**src/lcs_pkg.sv**
```systemverilog
// shared constants and helpers for the light contribution shader
package lcs_pkg;

   localparam int LANE_W     = 16;
   localparam int S_W        = 34;
   localparam int SQ_SHIFT   = 28;
   localparam int SQ_IN_W    = S_W + SQ_SHIFT;
   localparam int ROOT_W     = SQ_IN_W / 2;
   localparam int QUO_W      = 16;
   localparam int CSR_IDX_W  = 3;
   localparam int CSR_DATA_W = 48;

   localparam logic [1:0] MODE_OFF   = 2'd0;
   localparam logic [1:0] MODE_DIR   = 2'd1;
   localparam logic [1:0] MODE_POINT = 2'd2;
   localparam logic [1:0] MODE_SPOT  = 2'd3;

   localparam logic [CSR_IDX_W-1:0] REG_MODE      = 3'd0;
   localparam logic [CSR_IDX_W-1:0] REG_POSITION  = 3'd1;
   localparam logic [CSR_IDX_W-1:0] REG_AXIS      = 3'd2;
   localparam logic [CSR_IDX_W-1:0] REG_COLOR     = 3'd3;
   localparam logic [CSR_IDX_W-1:0] REG_INTENSITY = 3'd4;
   localparam logic [CSR_IDX_W-1:0] REG_ATTEN     = 3'd5;
   localparam logic [CSR_IDX_W-1:0] REG_CUTOFFS   = 3'd6;

   localparam logic [47:0] RST_AXIS    = 48'h0000_C000_0000;
   localparam logic [47:0] RST_COLOR   = 48'h0100_0100_0100;
   localparam logic [15:0] RST_INTENS  = 16'h0100;
   localparam logic [47:0] RST_ATTEN   = 48'h0008_0017_0100;
   localparam logic [31:0] RST_CUTOFFS = 32'h3D09_3E7C;

   localparam logic [14:0] F_ONE = 15'd16384;

   function automatic logic [15:0] sat16(input logic [47:0] v);
      return (|v[47:16]) ? 16'hFFFF : v[15:0];
   endfunction

endpackage

```
**src/lcs_div.sv**
```systemverilog
// pipelined restoring divider, saturating quotient, one bit per stage
module lcs_div import lcs_pkg::*; #(
   parameter int NW = 48,
   parameter int DW = 48,
   parameter int QW = QUO_W,
   parameter int TW = 1
) (
   input  logic          clock,
   input  logic          reset,
   input  logic          en,
   input  logic          in_valid,
   input  logic [NW-1:0] in_n,
   input  logic [DW-1:0] in_d,
   input  logic [TW-1:0] in_tag,
   output logic          out_valid,
   output logic [QW-1:0] out_q,
   output logic [TW-1:0] out_tag
);

   localparam int CW = (NW > DW + QW) ? NW : DW + QW;

   logic          v_ff   [0:QW];
   logic [CW-1:0] r_ff   [0:QW-1];
   logic [DW-1:0] d_ff   [0:QW-1];
   logic [QW-1:0] q_ff   [0:QW];
   logic          sat_ff [0:QW];
   logic          dz_ff  [0:QW];
   logic [TW-1:0] tag_ff [0:QW];

   logic dz_in;
   logic sat_in;

   // quotient too big for the word when n >= d * 2^QW
   assign dz_in  = (in_d == '0);
   assign sat_in = dz_in ? (in_n != '0) : (CW'(in_n) >= (CW'(in_d) << QW));

   always_ff @(posedge clock) begin
      if (reset) begin
         v_ff[0] <= 1'b0;
      end else if (en) begin
         v_ff[0] <= in_valid;
      end
   end

   always_ff @(posedge clock) begin
      if (en) begin
         r_ff[0]   <= CW'(in_n);
         d_ff[0]   <= in_d;
         q_ff[0]   <= '0;
         sat_ff[0] <= sat_in;
         dz_ff[0]  <= dz_in;
         tag_ff[0] <= in_tag;
      end
   end

   for (genvar g = 0; g < QW; g++) begin : g_stage
      localparam int B = QW - 1 - g;
      logic [CW-1:0] dsh;
      logic          ge;
      logic [CW-1:0] r_in;
      logic [QW-1:0] q_in;

      assign dsh  = CW'(d_ff[g]) << B;
      assign ge   = r_ff[g] >= dsh;
      assign r_in = ge ? (r_ff[g] - dsh) : r_ff[g];

      always_comb begin
         q_in    = q_ff[g];
         q_in[B] = ge;
      end

      always_ff @(posedge clock) begin
         if (reset) begin
            v_ff[g+1] <= 1'b0;
         end else if (en) begin
            v_ff[g+1] <= v_ff[g];
         end
      end

      always_ff @(posedge clock) begin
         if (en) begin
            q_ff[g+1]   <= q_in;
            sat_ff[g+1] <= sat_ff[g];
            dz_ff[g+1]  <= dz_ff[g];
            tag_ff[g+1] <= tag_ff[g];
         end
      end

      if (g < QW - 1) begin : g_carry
         always_ff @(posedge clock) begin
            if (en) begin
               r_ff[g+1] <= r_in;
               d_ff[g+1] <= d_ff[g];
            end
         end
      end
   end

   assign out_valid = v_ff[QW];
   assign out_q     = sat_ff[QW] ? '1 : (dz_ff[QW] ? '0 : q_ff[QW]);
   assign out_tag   = tag_ff[QW];

endmodule

```
**config.mk**
```make
export PLATFORM = sky130hd
export DESIGN_NAME = lcs_div
export DESIGN_NICKNAME = d
export VERILOG_FILES = /design/src/lcs_pkg.sv /design/src/lcs_div.sv
export SDC_FILE = /design/constraint.sdc
export NUM_CORES = 2
export LEC_CHECK = 0
export ABC_CLOCK_PERIOD_IN_PS = 4200
export BUFFER_PORTS_ARGS = -buffer_cell sky130_fd_sc_hd__buf_4
export CORE_UTILIZATION = 25
export DETAILED_ROUTE_END_ITERATION = 8
export GPL_TIMING_DRIVEN = 0
export MAX_ROUTING_LAYER = met4
export PLACE_DENSITY = 0.47
export SETUP_SLACK_MARGIN = 0.2
export SLEW_MARGIN = 20
export SYNTH_ARGS = -nofsm -noshare
export SYNTH_HDL_FRONTEND = slang
export SYNTH_SLANG_ARGS = --single-unit
export TNS_END_PERCENT = 5
```
**constraint.sdc**
```tcl
create_clock -name clock -period 4.2 [get_ports clock]
set_clock_uncertainty 0.05 [all_clocks]
set_input_delay 0.21 -clock clock [delete_from_list [all_inputs] [get_ports clock]]
set_output_delay 0.21 -clock clock [all_outputs]
set_load 0.05 [all_outputs]
```
Word-level counts from Yosys, hierarchy flattened
Memories as Yosys holds them, arrays and structs flattened.
Index checks and enable logic that the tools add are counted.
- flip-flop bits (word level): 0
- logic and storage cells: 99
- RAM bits: 2132
- input bits: 101
- output and inout port bits: 18
- memories: 7
- add/sub/neg operators: 15
- mux-type cells: 41
- bitwise logic cells: 17
- order comparisons: 17
- reductions and logical operators: 2
- memories (memory ; words ; width ; read ports ; clocked after memory_dff ; wr ports ; RTL line ; source):
    r_ff ; 16 ; 64 ; 16 ; 0 ; 16 ; lcs_div.sv:23 ; logic [CW-1:0] r_ff [0:QW-1];
    d_ff ; 16 ; 48 ; 16 ; 0 ; 16 ; lcs_div.sv:24 ; logic [DW-1:0] d_ff [0:QW-1];
    q_ff ; 17 ; 16 ; 17 ; 0 ; 17 ; lcs_div.sv:25 ; logic [QW-1:0] q_ff [0:QW];
    dz_ff ; 17 ; 1 ; 17 ; 0 ; 17 ; lcs_div.sv:27 ; logic dz_ff [0:QW];
    sat_ff ; 17 ; 1 ; 17 ; 0 ; 17 ; lcs_div.sv:26 ; logic sat_ff [0:QW];
    tag_ff ; 17 ; 1 ; 17 ; 0 ; 17 ; lcs_div.sv:28 ; logic [TW-1:0] tag_ff [0:QW];
    1 more memories ; -- ; -- ; -- ; -- ; -- ; -- ;
- operators by type and width (cell ; count):
    64-bit 2-to-1 mux ; 15
    48-bit by 64-bit greater-or-equal comparator with 1-bit output ; 1
    64-bit by 48-bit greater-or-equal comparator with 1-bit output ; 1
    64-bit by 49-bit greater-or-equal comparator with 1-bit output ; 1
    64-bit by 50-bit greater-or-equal comparator with 1-bit output ; 1
    64-bit by 51-bit greater-or-equal comparator with 1-bit output ; 1
    64-bit by 52-bit greater-or-equal comparator with 1-bit output ; 1
    64-bit by 53-bit greater-or-equal comparator with 1-bit output ; 1
    64-bit by 54-bit greater-or-equal comparator with 1-bit output ; 1
    64-bit by 55-bit greater-or-equal comparator with 1-bit output ; 1
    64-bit by 56-bit greater-or-equal comparator with 1-bit output ; 1
    64-bit by 57-bit greater-or-equal comparator with 1-bit output ; 1
    64-bit by 58-bit greater-or-equal comparator with 1-bit output ; 1
    64-bit by 59-bit greater-or-equal comparator with 1-bit output ; 1
    64-bit by 60-bit greater-or-equal comparator with 1-bit output ; 1
    64-bit by 61-bit greater-or-equal comparator with 1-bit output ; 1
    64-bit by 62-bit greater-or-equal comparator with 1-bit output ; 1
    64-bit by 63-bit greater-or-equal comparator with 1-bit output ; 1
    64-bit by 49-bit subtractor with 64-bit output ; 1
    64-bit by 50-bit subtractor with 64-bit output ; 1
    64-bit by 51-bit subtractor with 64-bit output ; 1
    64-bit by 52-bit subtractor with 64-bit output ; 1
    64-bit by 53-bit subtractor with 64-bit output ; 1
    64-bit by 54-bit subtractor with 64-bit output ; 1
    other kinds (14) ; 54

Logic depth before layout (Yosys ltp)
- depth after elaboration: 4
- depth in mapped cells: 17

Worst setup path before layout
OpenSTA, ideal clock, no wires.
- path type: reg-to-reg
- start point: memory r_ff[3][9] (netlist bit)
- end point: memory r_ff[3][127] (netlist bit), data pin
- buffers on the path: 0
- stages on the path, launching flop included: 16
- slack: 0.553 ns
- clock period less this slack: 3.647 ns
- data required time: 3.892 ns
- data arrival time: 3.340 ns
- path through: edfxtp_1 inv_1 ha_1 inv_1 fa_1 a211o_1 a211oi_2 or3_1 nand2_1 a211o_1 a41oi_2 o31ai_2 a221oi_2 o21ai_1 a2111o_1 xnor2_1
- RTL lines (item ; RTL line):
    start, declared ; lcs_div.sv:23

==> results_dict.tcl <==
set metrics [dict create \
    status "finished, violations left" \
    violations "negative hold slack" \
    clockRootBuffer "clkbuf_16" \
    async_flop_share 0 \
    gr-total-overflow 0 \
    clockBufferDepth 4 \
    place_congestion 0.883 \
    nets 12300 \
    hp-class "primary input to register" \
    syn_area_um2 115000 \
    maxCapViolations 0 \
    synth_area_per_cell_um2 10.6 \
    drc 0 \
    period_needed_ps 3990 \
    worstSetupPathType "register to register" \
    synthMostInstantiatedCell "edfxtp_1" \
    holdWs_ps -0.500 \
    yosysWarnings 0 \
    drtPass1Iterations 6 \
    cts.sinks 1980 \
    drive_gt1_frac 0.0983 \
    rows 248 \
    synth_seq_cells 1980 \
    synthToLayoutAreaGrowth_pct 18.6 \
    rsz0062_at_grt "yes" \
    port_buffers 118 \
    routed_via_density 4.50 \
    fin_crit_sh 0.950 \
    die_width_um 680 \
    ioPinCount 119 \
    cp_max_fo 4 \
    ir_worst_vdd_v 0.000351 \
    register_area_um2 59500 \
    dieArea_um2 462000 \
    synth-main-ff-cell "edfxtp_1" \
    yosys.area.top_type "edfxtp_1" \
    multiInputGateArea_um2 52000 \
    routed_wirelength_um 313000 \
    cp-end-kind "register" \
    grt_start_max_net_pins 156 \
    drt_iter0_drc 4339 \
    worstMarginPinSlew_ps 1270 \
    grt_pass1_wl_um 477000 \
    max_slew_margin 0.144 \
    worstSetupStartpointType "register" \
    grt_antenna_before_repair 3 \
    tns_ps 0 \
    vias 79900 \
    pwr_density_cell_nw_per_um2 645 \
    worstSkewPairLatency_ps 940 \
    syn_inst 10800 \
    placed_cells 17100 \
    cts_max_level 4 \
    setup_viol 0 \
    wl_per_cell_um 17.7 \
    fillers 47400 \
    wl_met2_um 153000 \
    cp_data_arrival_time_ps 4610 \
    synth_cell_types 108 \
    stdcell_area_um2 136000 \
    die_h_um 680 \
    synth-edff-count 1980 \
    hold_viol 3 \
    m1WireLength_um 131000 \
    start_util 0.252 \
    synthesis.nets 11700 \
    ff2ff_setup_slack_ps 210 \
    fin_cells 17700 \
    cts_tree "yes" \
    p_leak_uw 0.0531 \
    maxSlewViolCount 0 \
    required_ps 4820 \
    cts_inserted_buffers 228 \
    fmax_mhz 251 \
    grt_usage 0.135 \
    clkTransAtPathRegs_ps 60 \
    ys_top_cells_by_count "1980 x edfxtp_1, 1041 x a21oi_1, 977 x inv_1, 845 x nand2_1, 785 x ha_1" \
    first_global_vias 82700 \
    postPlaceCellArea_um2 124000 \
    finish.utilization 0.298 \
    synth.area.top_cells "edfxtp_1 52%, ha_1 8.5%, a21oi_1 4.5%" \
    coreArea_um2 457000 \
    antenna_violating_nets_post_route 0 \
    top_layer_used "met4" \
    yosysSeqAreaShare 0.517 \
    hpwl_um 245000 \
    yosys.area.top_type_share 0.517 \
    route.met3.wl_um 8090 \
]
## report_power, final
| part | internal (uW) | switching (uW) | leakage, uW |
|---|---|---|---|
| registers | 27900 | 2820 | 0.0193 |
| logic | 15200 | 21800 | 0.0302 |
| clock network | 11900 | 8290 | 0.00365 |
## stage by stage
step	power [uW]	worst slack, ps
floorplan	56300	553
CTS	88000	35.5
finish	87900	210
detailed placement	66100	-1480
global placement	66900	-15950
global route	93800	-19.5
## layout make-up
class	count	share of cell area
multi-input cells	7455	0.382
well taps	6125	0.0563
plain buffers	402	0.0153
repair buffers	379	0.0280
clock inverters	145	0.0119
clock buffers	269	0.0432
diodes	5	0.0000918
inverters	980	0.0271
flip-flops and latches	1980	0.436
## worst paths after layout
path           startpoint  cells after the start           end
min reg2reg  q_ff[0][213]                      0  q_ff[0][229]
min                    en                      3  r_ff[1][113]
max            r_ff[3][9]                     15  r_ff[3][127]
max reg2reg    r_ff[3][9]                     15  r_ff[3][127]
## layer usage
layer / vias to the layer above / GRT usage
met2: 1273 / 0.235
met4: 0 / 0.0782
met3: 662 / 0.0138
met1: 37000 / 0.149
li1: 40900 / -
met5: - / -
## flip-flops by register name (all words and copies together), names as in the netlist
name,count
r_ff,1008
v_ff,17
q_ff,136
sat_ff,17
tag_ff,17
dz_ff,17
d_ff,768
## kinds of logic after synthesis
family                   after synthesis  share of synthesized area
AO/OA/AOI/OAI                       3060                      0.166
AND/OR/NAND/NOR                     2729                      0.114
flip-flops                          1980                      0.517
buffers and inverters               1382                     0.0462
XOR/XNOR                             739                     0.0564
multiplexers                         127                     0.0123
adder cells (fa/ha/maj)              800                     0.0881
## placed cells by master, fill, tap and decap left out, types with 102 or more instances in the layout
| master | instances |
|---|---|
| mux2_2 | 117 |
| o21bai_1 | 119 |
| nand2_1 | 840 |
| clkbuf_16 | 230 |
| o21ai_0 | 653 |
| xnor2_1 | 434 |
| clkbuf_1 | 270 |
| buf_4 | 184 |
| xor2_1 | 303 |
| nand4_1 | 220 |
| dlygate4sd3_1 | 201 |
| nand3_1 | 179 |
| inv_1 | 973 |
| nor2_1 | 691 |
| nor2b_1 | 102 |
| a21oi_1 | 992 |
| a21o_1 | 517 |
| edfxtp_1 | 1980 |
| nor3_1 | 133 |
| ha_1 | 778 |
## repair_timing
item | 4_1_cts | 5_1_grt
gates cloned | 0 | 1
gates resized for setup | 405 | 226
endpoints found under the setup margin | 853 | 644
pin swaps | 52 | 90
hold buffers | 204 | 0
setup buffers | 19 | 18
endpoints found under the hold margin | 246 | 0
## critical path, stage by stage (launching register included)
cell and delay, ps:
edfxtp_1 380, inv_2 90, ha_4 140, inv_2 40
fa_2 360, a211o_1 340, a211oi_2 250, or3_4 180
nand2_2 90, a211o_1 350, a41oi_4 340, o31ai_4 140
a221oi_4 320, o21ai_2 110, a2111o_1 380, xnor2_1 140
Power figures use the tool's default switching activity.
